**config.mk**
```make
export PLATFORM = sky130hd
export DESIGN_NAME = power_rail_sequencer
export DESIGN_NICKNAME = d
export VERILOG_FILES = /design/src/hw/rtl/prs_pkg.sv /design/src/hw/rtl/power_rail_sequencer.sv
export SDC_FILE = /design/constraint.sdc
export NUM_CORES = 1
export LEC_CHECK = 0
export BUFFER_PORTS_ARGS = -buffer_cell sky130_fd_sc_hd__buf_4
export CORE_MARGIN = 4
export CORE_UTILIZATION = 55
export CTS_BUF_LIST = sky130_fd_sc_hd__clkbuf_8
export CTS_CLUSTER_SIZE = 12
export DETAILED_ROUTE_END_ITERATION = 7
export PLACE_DENSITY = 0.73
export SLEW_MARGIN = 15
export SYNTH_ARGS = -nofsm -noshare
export SYNTH_HDL_FRONTEND = slang
export SYNTH_SLANG_ARGS = --single-unit
```
**constraint.sdc**
```tcl
create_clock -name aclk -period 15.89 [get_ports aclk]
set_input_delay 2.3835 -clock aclk [delete_from_list [all_inputs] [get_ports aclk]]
set_output_delay 2.3835 -clock aclk [all_outputs]
set_load 0.02 [all_outputs]
```
**src/hw/rtl/prs_pkg.sv**
```systemverilog
// Package for the power-rail sequencer: phase encoding, enable bit positions,
// register indexes and field widths.
// No dependencies.
`default_nettype none

package prs_pkg;

    // Field and register widths
    localparam int unsigned DelayWidth = 8;
    localparam int unsigned TpsWidth   = 16;
    localparam int unsigned CountWidth = DelayWidth + TpsWidth;
    localparam int unsigned CfgIdxW    = 2;
    localparam int unsigned EnWidth    = 6;

    // Configuration register indexes
    localparam logic [CfgIdxW-1:0] REG_ON_FINAL_DELAY  = 2'd0;
    localparam logic [CfgIdxW-1:0] REG_OFF_FINAL_DELAY = 2'd1;
    localparam logic [CfgIdxW-1:0] REG_TICKS_PER_SEC   = 2'd2;

    localparam logic [TpsWidth-1:0] TPS_RESET = 16'd1000;

    // Enable bit positions
    localparam int unsigned EN_MOTION = 0;
    localparam int unsigned EN_AC     = 1;
    localparam int unsigned EN_MAIN   = 2;
    localparam int unsigned EN_HEATER = 3;
    localparam int unsigned EN_VPP    = 4;
    localparam int unsigned EN_I2C    = 5;

    // Sequencer phases, one-hot
    typedef enum logic [7:0] {
        PH_IDLE   = 8'b0000_0001,
        PH_STEP1  = 8'b0000_0010,
        PH_WAIT1  = 8'b0000_0100,
        PH_STEP2  = 8'b0000_1000,
        PH_WAIT2  = 8'b0001_0000,
        PH_STEP3  = 8'b0010_0000,
        PH_FINAL  = 8'b0100_0000,
        PH_NOTIFY = 8'b1000_0000
    } phase_t;

    // One result item as packed into m_tdata, lowest bit last
    typedef struct packed {
        logic                notify_level;
        logic                notify_send;
        logic                power_status;
        logic [EnWidth-1:0]  enables;
        logic                busy_res;
        logic                request_accepted;
    } result_t;

endpackage

`default_nettype wire

```
**src/hw/rtl/power_rail_sequencer.sv**
```systemverilog
// Power-rail sequencer: top level with phase sequencer, countdown and
// result register. Depends on prs_pkg.
`default_nettype none

// Usage
// The input channel (s_) carries one item per tick event or power request:
// s_tuser = 1 marks a power request whose level is s_tdata[0]; s_tuser = 0
// marks a tick, and s_tdata[1] then says the link takes a pending notification.
// Each item yields exactly one result item on the m_ channel, showing the
// request verdict, busy flag, the six enables, power status and notification.
// The result of an item accepted at one edge is registered and valid from
// that edge on. Throughput is one item per cycle unless the receiver stalls;
// the single 8x16 multiplier that turns seconds into tick counts sits in
// the same cycle as the phase update.
// When the receiver stalls, the result register holds its item and s_tready
// stays low until m_tready rises, so no result is lost or duplicated.
// Configuration writes (cfg_wr_en, cfg_index, cfg_wdata) take effect at the
// next edge; indexes beyond the register list are ignored.
// Reset (aresetn low, synchronous) returns to idle with all enables off,
// status 0, both delays 0 and 1000 ticks per second, and empties the result
// register.

module power_rail_sequencer
    import prs_pkg::*;
(
    input  wire logic                  aclk,
    input  wire logic                  aresetn,

    // Configuration write port
    input  wire logic                  cfg_wr_en,
    input  wire logic [CfgIdxW-1:0]    cfg_index,
    input  wire logic [TpsWidth-1:0]   cfg_wdata,

    // Input items
    input  wire logic                  s_tvalid,
    output logic                       s_tready,
    input  wire logic [7:0]            s_tdata,  // [0] on_off, [1] notify_ready
    input  wire logic                  s_tuser,  // req_type

    // Result items
    output logic                       m_tvalid,
    input  wire logic                  m_tready,
    // [0] request_accepted, [1] busy_res, [2] motion_enable, [3] ac_enable,
    // [4] main24_enable, [5] heater24_enable, [6] vpp_enable, [7] i2c_enable,
    // [8] power_status, [9] notify_send, [10] notify_level
    output logic [15:0]                m_tdata
);

    // Configuration registers
    logic [DelayWidth-1:0] on_delay_reg;
    logic [DelayWidth-1:0] off_delay_reg;
    logic [TpsWidth-1:0]   tps_reg;

    // Sequencer state
    phase_t                phase_reg, phase_next;
    logic [CountWidth-1:0] count_reg, count_next;
    logic                  target_reg, target_next;
    logic                  status_reg, status_next;
    logic [EnWidth-1:0]    en_reg, en_next;

    // Result register
    logic                  m_valid_reg;
    result_t               res_reg, res_next;

    logic                  s_accept;
    logic                  req_type;
    logic                  on_off;
    logic                  notify_ready;
    logic [DelayWidth-1:0] secs_sel;
    logic [CountWidth-1:0] load_ticks;

    assign req_type     = s_tuser;
    assign on_off       = s_tdata[0];
    assign notify_ready = s_tdata[1];

    assign s_tready = !m_valid_reg || m_tready;
    assign s_accept = s_tvalid && s_tready;

    // Write configuration registers
    always_ff @(posedge aclk) begin
        if (!aresetn) begin
            on_delay_reg  <= '0;
            off_delay_reg <= '0;
            tps_reg       <= TPS_RESET;
        end else if (cfg_wr_en) begin
            case (cfg_index)
                REG_ON_FINAL_DELAY:  on_delay_reg  <= cfg_wdata[DelayWidth-1:0];
                REG_OFF_FINAL_DELAY: off_delay_reg <= cfg_wdata[DelayWidth-1:0];
                REG_TICKS_PER_SEC:   tps_reg       <= cfg_wdata;
                default: ;
            endcase
        end
    end

    // Pick the wait length in seconds that the current step loads
    always_comb begin
        case (phase_reg)
            PH_STEP1: secs_sel = target_reg ? DelayWidth'(1) : '0;
            PH_STEP2: secs_sel = target_reg ? '0 : DelayWidth'(1);
            PH_STEP3: secs_sel = target_reg ? on_delay_reg : off_delay_reg;
            default:  secs_sel = '0;
        endcase
    end

    // Convert seconds to ticks; 8 x 16 bits fits the 24-bit counter exactly
    assign load_ticks = secs_sel * tps_reg;

    // Advance the sequence by one item
    always_comb begin
        phase_next  = phase_reg;
        count_next  = count_reg;
        target_next = target_reg;
        status_next = status_reg;
        en_next     = en_reg;
        res_next    = '0;

        if (req_type) begin
            // Take a request only while idle
            if (phase_reg == PH_IDLE) begin
                target_next               = on_off;
                phase_next                = PH_STEP1;
                res_next.request_accepted = 1'b1;
            end
        end else begin
            case (phase_reg)
                PH_STEP1: begin
                    if (target_reg) begin
                        en_next[EN_MOTION] = 1'b1;
                        en_next[EN_AC]     = 1'b1;
                        en_next[EN_MAIN]   = 1'b1;
                    end else begin
                        en_next[EN_I2C]    = 1'b0;
                        en_next[EN_MOTION] = 1'b0;
                        en_next[EN_AC]     = 1'b0;
                        en_next[EN_VPP]    = 1'b0;
                    end
                    count_next = load_ticks;
                    phase_next = PH_WAIT1;
                end
                PH_WAIT1: begin
                    if (count_reg == '0) phase_next = PH_STEP2;
                    else                 count_next = count_reg - 1'b1;
                end
                PH_STEP2: begin
                    en_next[EN_HEATER] = target_reg;
                    count_next         = load_ticks;
                    phase_next         = PH_WAIT2;
                end
                PH_WAIT2: begin
                    if (count_reg == '0) phase_next = PH_STEP3;
                    else                 count_next = count_reg - 1'b1;
                end
                PH_STEP3: begin
                    if (target_reg) begin
                        en_next[EN_VPP] = 1'b1;
                        en_next[EN_I2C] = 1'b1;
                    end else begin
                        en_next[EN_MAIN] = 1'b0;
                    end
                    count_next = load_ticks;
                    phase_next = PH_FINAL;
                end
                PH_FINAL: begin
                    if (count_reg == '0) begin
                        status_next = target_reg;
                        phase_next  = PH_NOTIFY;
                    end else begin
                        count_next = count_reg - 1'b1;
                    end
                end
                PH_NOTIFY: begin
                    // Offer the notification until the link takes it
                    res_next.notify_send  = 1'b1;
                    res_next.notify_level = status_reg;
                    if (notify_ready) phase_next = PH_IDLE;
                end
                default: ;
            endcase
        end

        res_next.busy_res     = (phase_next != PH_IDLE);
        res_next.enables      = en_next;
        res_next.power_status = status_next;
    end

    // Update state on each accepted item
    always_ff @(posedge aclk) begin
        if (!aresetn) begin
            phase_reg  <= PH_IDLE;
            count_reg  <= '0;
            target_reg <= 1'b0;
            status_reg <= 1'b0;
            en_reg     <= '0;
        end else if (s_accept) begin
            phase_reg  <= phase_next;
            count_reg  <= count_next;
            target_reg <= target_next;
            status_reg <= status_next;
            en_reg     <= en_next;
        end
    end

    // Hold the result until the receiver takes it
    always_ff @(posedge aclk) begin
        if (!aresetn) begin
            m_valid_reg <= 1'b0;
        end else if (s_accept) begin
            m_valid_reg <= 1'b1;
        end else if (m_tready) begin
            m_valid_reg <= 1'b0;
        end
    end

    always_ff @(posedge aclk) begin
        if (s_accept) begin
            res_reg <= res_next;
        end
    end

    assign m_tvalid = m_valid_reg;
    assign m_tdata  = {5'b0, res_reg};

endmodule

`default_nettype wire
```
# ---- Word-level counts from Yosys, hierarchy flattened
# Index checks and enable logic that the tools add are counted.
dict set report totals {
  reg_bits 84
  input_bits 32
  output_inout_bits 18
  elab_cells 76
}
dict set report classes {
  n_addsub 1
  multipliers 1
  n_eq_ne 12
  mux 30
  n_bitwise 2
  n_reduce_logical 15
}
# operator n
set ops {}
lappend ops {{2-to-1 mux 8 bit} 7}
lappend ops {{case mux 8 bit (7 select lines)} 1}
lappend ops {{case mux 24 bit (2 select lines)} 1}
lappend ops {{logical NOT 24 bit} 1}
lappend ops {{multiplier 8 x 16 -> 24 bit} 1}
lappend ops {{2-to-1 mux 24 bit} 1}
lappend ops {{case mux 8 bit (3 select lines)} 1}
lappend ops {{subtractor 24 x 1 -> 24 bit (second input constant)} 1}
lappend ops {{2-to-1 mux 1 bit} 12}
lappend ops {{== test 8 x 1 -> 1 bit (second input constant)} 1}
lappend ops {{== test 8 x 2 -> 1 bit (second input constant)} 1}
lappend ops {{== test 8 x 3 -> 1 bit (second input constant)} 1}
lappend ops {{== test 8 x 4 -> 1 bit (second input constant)} 1}
lappend ops {{== test 8 x 5 -> 1 bit (second input constant)} 1}
lappend ops {{== test 8 x 6 -> 1 bit (second input constant)} 1}
lappend ops {{== test 8 x 7 -> 1 bit (second input constant)} 1}
lappend ops {{== test 8 bit (second input constant)} 1}
lappend ops {{2-to-1 mux 2 bit} 4}
lappend ops {{inequality test 8 x 1 -> 1 bit (second input constant)} 1}
lappend ops {{2-to-1 mux 6 bit} 1}
lappend ops {{AND reduction 2 bit} 3}
lappend ops {{OR reduction 3 bit} 2}
lappend ops {{case mux 2 bit (2 select lines)} 1}
lappend ops {{AND reduction 4 bit} 1}
lappend ops {{other kinds (12)} 14}

# ---- Longest topological paths before layout
# Gate-level depths: netlist of run 1.
dict set report depth {
  word_depth 5
  depth_mapped 24
  ltp_nobuf 21
}

# ---- Worst setup path before layout of run 1
# No wires, ideal clock.
dict set report synth_timing {
  path_type {reg2reg}
  from {register phase_reg[2]}
  to {register count_reg[19]}
  setup_ns 0.124
  t_arrival_ns 5.509
  t_required_ns 15.766
  slack_ns 10.257
  path_stages_with_launch 23
  path_buffers 3
  synth_period_minus_slack_ns 5.633
  cell_sequence {dfxtp_1 buf_2 or3_1 nor3_2 nand3_1 nor2_1 clkbuf_1 and2_1 fa_1 fa_1 fa_1 inv_1 fa_1 inv_1 ha_1 clkbuf_1 a21oi_1 nand2_1 o21ai_0 o21bai_1 a31oi_1 mux2i_1 o21ai_0}
}
dict set report synth_via {
  elab_chain_cells 4
  word_cells_on_any_way 14
  cone_classes {mul: 1; eq/ne: 7; mux: 2; reduce/logical: 4}
}
# item line_no
set synth_rtl {}
lappend synth_rtl {{from (decl)} power_rail_sequencer.sv:55} ;# phase_t phase_reg, phase_next;
lappend synth_rtl {{from (signal assigned)} power_rail_sequencer.sv:195} ;# phase_reg <= phase_next;
lappend synth_rtl {{== test 8 x 6 -> 1 bit (tied with other cells)} {power_rail_sequencer.sv:97, power_rail_sequencer.sv:125}}
lappend synth_rtl {{case mux 8 bit (3 select lines) / OR reduction 3 bit (equally long branches)} --}
lappend synth_rtl {{multiplier 8 x 16 -> 24 bit (tied with other cells)} power_rail_sequencer.sv:106} ;# assign load_ticks = secs_sel * tps_reg;
lappend synth_rtl {{case mux 24 bit (2 select lines) / AND reduction 4 bit (equally long branches)} --}
lappend synth_rtl {{to (signal assigned)} power_rail_sequencer.sv:196} ;# count_reg <= count_next;
lappend synth_rtl {{to (decl)} power_rail_sequencer.sv:56} ;# logic [CountWidth-1:0] count_reg, count_next;
# Several ways; a longest one is shown, not always the timed one.
# A chain may end at the register's enable or synchronous reset.

# ---- Worst setup path in the final report of run 1
dict set report layout_timing {
  from {register phase_reg[2]}
  to {register count_reg[22]}
}
# The elaborated chain is that of the path after synthesis.

==> results of run 1 <==
[worst max path at each step]
stage	depth (start not counted)	start	slack (ns)	end
2_1_floorplan	22	phase_reg[2]	10.26	count_reg[19]
5_1_grt	19	phase_reg[2]	8.59	count_reg[22]
3_5_place_dp	19	phase_reg[2]	9.23	count_reg[22]
3_3_place_gp	19	phase_reg[2]	9.28	count_reg[22]
4_1_cts	19	phase_reg[2]	9.21	count_reg[22]
6_report	19	phase_reg[2]	9.13	count_reg[22]
[area by class of cell]
class                      instances  area, um2
inverter                         114        428
multi-input combinational        744       5780
clock inverter                     7       81.3
tap                              184        230
clock buffer                       9        124
fill                            1326       5810
timing repair buffer              46        345
sequential                        84       1790
[per-layer routing]
metal | up-vias | track usage (%)
met4 | 0 | 5.87
met1 | 3241 | 31.8
met2 | 125 | 38.2
met3 | 23 | 3.19
li1 | 3282 | -
met5 | - | 0
[per-stage QoR]
step / hold WS (ns) / util, % / power, mW
floorplan: 0.432 / - / 0.261
global placement: 0.446 / 58.8 / 0.277
detailed placement: 0.448 / 58.8 / 0.278
CTS: 0.465 / 60.2 / 0.440
global route: 0.494 / 60.2 / 0.454
finish: 0.467 / 60.2 / 0.436
[cells in the final DEF, fill, tap and decap left out, drive strengths merged, types with 19 or more instances in the layout]
master	count
fa	84
nor3	19
dfxtp	73
inv	117
nor2	69
nand3	28
buf	46
ha	46
a21oi	65
nand2	102
mux2i	25
and2	114
o21ai	52
[worst max-delay path, cell delays in order (launching register included)]
cell and delay [ns]:
dfxtp_1 0.42, or3_1 0.44, nor3_2 0.22, nand3_1 0.39, nor2_1 0.97, and2_1 0.27
fa_1 0.43, fa_1 0.46, fa_1 0.50, inv_1 0.05, fa_1 0.47, inv_1 0.04
ha_1 0.33, a21oi_1 0.18, nand2_1 0.06, o21ai_0 0.50, o21ai_0 0.33, a221oi_1 0.34
xor2_1 0.17, o21ai_0 0.08
[power by group through the flow]
stage	sequential, mW	combinational, mW	clock, mW
after global routing	0.231	0.0481	0.175
after global placement	0.234	0.0428	0
after CTS	0.230	0.0435	0.167
after detailed placement	0.235	0.0433	0
final	0.230	0.0432	0.163
after floorplan	0.233	0.0279	0
[cell families after synthesis]
family                     after synthesis  synth area share (%)
and+or+nand+nor                        388                  24.5
AOI/OAI and AO/OA                      176                  12.8
buffers and inverters                  165                  7.95
adders and majority gates              130                  27.5
DFF                                     84                  21.8
muxes                                   28                  3.51
xor gates and xnor gates                17                  1.82
other                                    1                0.0457
==> metrics.md, run 1 <==
| Metric | Value |
|---|---|
| DR pass1 iterations | `5` |
| Switching Power | `about 0.12 mW` |
| Met3 WL | `a little under 700 um` |
| Fraction of final layout cells sized beyond drive strength 1 | `under 10%` |
| Placed Cells incl. Taps | `1172` |
| HPWL Detailed | `13.5 mm` |
| TritonCTS Buffers | `9` |
| HP Class | `register to register` |
| Grt ovf | `0` |
| Initial DRC Count | `480` |
| Hold Fails Final Rpt | `0` |
| Ys flop type | `dfxtp_1` |
| Register-to-register setup slack | `just over 9 ns` |
| Antenna diodes | `0` |
| DIE WIDTH | `~130 um` |
| Synth Register Bits | `84` |
| Critical Path RT | `16.15 ns` |
| Clk pin slew, worst setup/hold paths | `0.09 ns` |
| # Post-CTS Setup Buffers | `0` |
| Place WS | `between 9 and 10 ns` |
| Tmin final | `slightly below 7 ns` |
| Post-Route WL | `18.0 mm` |
| Final Net Count | `between 1k and 1.5k` |
| Initial antenna violation count | `0` |
| Fin. max-slew vios | `0` |
| Internal power | `roughly 0.31 mW` |
| Reg2reg path depth | `19` |
| Cell accounting for the most synthesized area | `fa_1` |
| Fin crit share | `a little over two fifths` |
| Crit Reg-Reg Endpoint | `count_reg[22]` |
| Clk_skew | `about 0.016 ns` |
| Cells after Synth | `a little under 1k` |
| Synth warnings | `0` |
| Core Footprint | `~15000 um2` |
| Port buffer count | `38` |
| Fin cells | `roughly 1.2k` |
| Max reg flops | `24` |
| Starting density of the core | `between 50% and 60%` |
| Worst setup EP type | `register` |
| Netlist cell types | `between 60 and 70` |
| RSZ-0062 raised after global routing | `false` |
| First-pass GRT wire length | `between 30 and 40 mm` |
| Routed len/inst | `~15 um` |
| Hold bufs inserted after CTS | `0` |
| Via count | `between 6k and 7k` |
| Fraction of registers with async set/reset | `0%` |
| Mapped Area | `between 8000 and 9000 um2` |
| Post-synthesis sequential area ratio | `between 20% and 30%` |
| Area delta synth->final | `7.05%` |
| Maximum VDD drop | `between 0.00009 and 0.0001 V` |
| Setup_tns | `0 ns` |
| Clock network power share | `~37%` |
| Reg power frac | `roughly 53%` |
| Switching Share | `27.9%` |
| Crit Path Max Fanout | `16` |
| Rel. slew slack | `a little over a quarter` |
| Yosys top cell area share | `~20%` |
| Met1 WL | `8.45 mm` |
| DRT antenna net count | `0` |
| Clock root cell | `clkbuf_8` |
| Min-delay src | `en_reg[0]` |
| Setup slack after layout | `between 9 and 10 ns` |
| Critical path data arrival time | `7.02 ns` |
| Pleak | `4.16 nW` |
| H-tree Lvls | `3` |
| MaxCap Viol Count | `0` |
| Top Metal Used | `met4` |
| Clock sinks | `84` |
| Syn_area_per_cell | `8.29 um2` |
| Crit Path Class | `register to register` |
| Cell area power density | `about 50 nW/um2` |
| CTS-repair resized insts | `0` |
| Residual DRC | `0` |
| TritonCTS clock tree | `done` |
| Routed vias/inst | `approximately 5.6` |
| Comb power frac | `roughly a tenth` |
| Die ar. | `between 15000 and 20000 um2` |
| Overall routing resource usage | `around 23%` |
| Final setup violating endpoints | `0` |
| Row count | `44` |
| Min-Delay Endpoint | `en_reg[0]` |
| Status | `completed` |
| Worst slew pin tran | `1.10 ns` |
| Wire length on met2 | `about 8.6 mm` |
| Largest cells by area after synthesis | `fa_1 (21%), dfxtp_1 (18%), and2_1 (8.7%), ha_1 (7.0%), inv_1 (5.2%)` |
| CP Launch Type | `register` |
| Worst-case clock buffer depth | `2` |
| Post-DP Area | `between 8000 and 9000 um2` |
| I/O Pins | `50` |
| Synth top cells by count | `and2_1 (114), inv_1 (114), nand2_1 (100), fa_1 (84), dfxtp_1 (73)` |
| Die Y | `~130 um` |
| Final instance area | `8780 um2` |
| Pin count of the biggest net entering global routing | `57` |
| Min-Delay Path Depth | `2` |
| Worst R2R Start | `phase_reg[2]` |
| Fmax | `~150 MHz` |
| Post-synth EDFFs | `11` |
| Clock Latency Late Sink | `roughly 0.38 ns` |
| Vias in the first global route | `approximately 6.6k` |
| Placer Congestion | `roughly 0.87` |
(Power assumes the default switching activity.)
==> run 2: changes to the inputs <==
clock period = 6.25 ns   (was 15.89 ns; I/O delays follow)
==> run 2 against run 1 <==
  * Non-clock buffer count up 5
  * Wire length is 0.88% lower
  * Worst hold slack worse by 0.0063 ns
  * Power grew 150%
  * Critical path type unchanged
  * Critical endpoint unchanged
  * Largest cell class unchanged
==> metrics.md, run 2 (same netlist as run 1, synthesis figures left out) <==
| Metric | Value |
|---|---|
| I/O Pins | `50 (unchanged)` |
| Rel. slew slack | `23.9% (-2.3 points)` |
| Routed len/inst | `15.0 um (-1.3%)` |
| Initial DRC Count | `406 (-15%)` |
| Hold Fails Final Rpt | `0 (unchanged)` |
| Row count | `44 (unchanged)` |
| Pin count of the biggest net entering global routing | `57 (unchanged)` |
| Maximum VDD drop | `0.000148 V (+58%)` |
| Critical Path End | `count_reg[22]` |
| DIE WIDTH | `130 um (unchanged)` |
| Reg2reg path depth | `21 (+2)` |
| Hold bufs inserted after CTS | `0 (unchanged)` |
| Placer Congestion | `0.879 (+0.93%)` |
| Final Power | `1.08 mW (+150%)` |
| Fraction of final layout cells sized beyond drive strength 1 | `8.23% (+0.46 points)` |
| Starting density of the core | `56.2% (unchanged)` |
| HPWL Detailed | `13.5 mm (-0.39%)` |
| Grt ovf | `0 (unchanged)` |
| Crit Path Max Fanout | `16 (unchanged)` |
| CP Launch Type | `register` |
| Cell area power density | `123 nW/um2 (+150%)` |
| HP Class | `register to register` |
| Final Net Count | `1166 (+0.43%)` |
| Routed vias/inst | `5.68 (+1.1%)` |
| Wire length on met2 | `8.64 mm (unchanged)` |
| Vias in the first global route | `6788 (+2.3%)` |
| Worst hold slack | `0.461 ns (-0.00631 ns)` |
| Worst slew pin tran | `1.14 ns (+0.0382 ns)` |
| Setup slack after layout | `0.386 ns (-8.74 ns)` |
| Fin cells | `1193 (+0.42%)` |
| Worst setup EP type | `register` |
| CP max stage delay | `0.50 ns (-0.47 ns)` |
| Crit-path slowest cell | `fa_1` |
| # Post-CTS Setup Buffers | `0 (unchanged)` |
| Post-DP Area | `8610 um2 (+0.44%)` |
| Final setup violating endpoints | `0 (unchanged)` |
| Core Footprint | `14600 um2 (unchanged)` |
| Worst R2R Start | `phase_reg[2]` |
| Max reg flops | `24 (unchanged)` |
| Worst-case clock buffer depth | `2 (unchanged)` |
| Tmin final | `5.86 ns (-0.898 ns)` |
| Register-to-register setup slack | `0.39 ns (-8.74 ns)` |
| Cell family with most CP delay | `adder cells` |
| Final instance area | `8810 um2 (+0.31%)` |
| Crit-path cells | `or3_1 > nor3_2 > nand3_1 > buf_4 > nor2_1 > buf_4 > and2_1 > fa_1 > fa_1 > fa_1 > inv_1 > fa_1 > inv_1 > ha_1 > a21oi_1 > nand2_1 > o21ai_1 > o21ai_0 > a221oi_1 > xor2_1 > o21ai_0` |
| Clk pin slew, worst setup/hold paths | `0.10 ns (about the same)` |
| Clock sinks | `84 (unchanged)` |
| Pleak | `4.17 nW (+0.29%)` |
| Initial antenna violation count | `0 (unchanged)` |
| DR pass1 iterations | `4 (-1)` |
| CP bufs+invs | `4 (+2)` |
| Met1 WL | `8.23 mm (-2.6%)` |
| Clock root cell | `clkbuf_8` |
| Antenna diodes | `0 (unchanged)` |
| Placed Cells incl. Taps | `1177 (+0.43%)` |
| Top Metal Used | `met4` |
| Via count | `6771 (+1.5%)` |
| Residual DRC | `0 (unchanged)` |
| Commonest non-fill, non-tap cell in the layout | `and2_1` |
| First-pass GRT wire length | `31.9 mm (+1.4%)` |
| Clk_skew | `0.0136 ns (-0.00191 ns)` |
| TritonCTS clock tree | `done` |
| RSZ-0062 raised after global routing | `false` |
| Clock Latency Late Sink | `0.39 ns (about the same)` |
| CP most frequent cell | `fa_1` |
| Crit Path Class | `register to register` |
| Fin util | `60.4% (+0.19 points)` |
| Fin crit share | `93.8% (+51 points)` |
| Place WS | `0.268 ns (-8.96 ns)` |
| Fin. max-slew vios | `0 (unchanged)` |
| MaxCap Viol Count | `0 (unchanged)` |
| Status | `completed` |
| DRT antenna net count | `0 (unchanged)` |
| Area delta synth->final | `7.38%` |
| Fmax | `171 MHz (+15%)` |
| Die ar. | `16900 um2 (unchanged)` |
| Most frequent cells in the layout | `and2_1 (114), inv_1 (113), nand2_1 (100)` |
| H-tree Lvls | `3 (unchanged)` |
| Min-delay src | `en_reg[0]` |
| WP depth | `21 (+2)` |
| Critical path data arrival time | `6.13 ns (-0.89 ns)` |
| Fillers | `1366 (+3.0%)` |
| CTS-repair resized insts | `0 (unchanged)` |
| Die Y | `130 um (unchanged)` |
| Critical Path RT | `6.52 ns (-9.63 ns)` |
| Setup_tns | `0 ns (unchanged)` |
| Port buffer count | `38 (unchanged)` |
| TritonCTS Buffers | `9 (unchanged)` |
| Post-Route WL | `17.9 mm (-0.88%)` |
| Crit path launch | `phase_reg[2]` |
| Min-Delay Path Depth | `2 (unchanged)` |
| Met3 WL | `707 um (+4.6%)` |
| Overall routing resource usage | `23.2% (+0.20 points)` |
| Crit Reg-Reg Endpoint | `count_reg[22]` |
## run 2: worst min-delay path by stage
stage / slack [ns] / end
6_report: 0.46 / en_reg[0]
5_1_grt: 0.48 / en_reg[0]
4_1_cts: 0.47 / en_reg[1]
3_5_place_dp: 0.45 / en_reg[0]
3_3_place_gp: 0.44 / en_reg[1]
2_1_floorplan: 0.43 / en_reg[0]
## run 2: final cells by class
class,count,area (um2),area share (%)
Inverter,114,428,4.86
Timing Repair Buffer,51,383,4.35
Clock inverter,7,71.3,0.810
Tap cell,184,230,2.61
Multi-Input combinational cell,744,5780,65.6
Clock buffer,9,124,1.41
Sequential cell,84,1790,20.3
## run 2: per-layer routing
layer,track usage (%),vias to the layer above
li1,-,3302
met5,0,-
met1,31.5,3334
met2,39.0,116
met4,6.91,0
met3,2.74,19
## run 2: worst register-to-register path, cell delays in order (launching register included)
cell	delay, ns
dfxtp_1	0.42
or3_1	0.45
nor3_2	0.24
nand3_1	0.12
buf_4	0.19
nor2_1	0.11
buf_4	0.22
and2_1	0.18
fa_1	0.46
fa_1	0.50
fa_1	0.49
inv_1	0.05
fa_1	0.48
inv_1	0.05
ha_1	0.33
a21oi_1	0.18
nand2_1	0.07
o21ai_1	0.35
o21ai_0	0.27
a221oi_1	0.33
xor2_1	0.19
o21ai_0	0.08
## run 2: report_power, final
part	switching [mW]	leakage [nW]	internal [mW]
Combinational	0.0662	3.38	0.0454
Sequential	0.0199	0.703	0.563
Clock	0.232	0.0926	0.155
Total	0.318	4.17	0.763
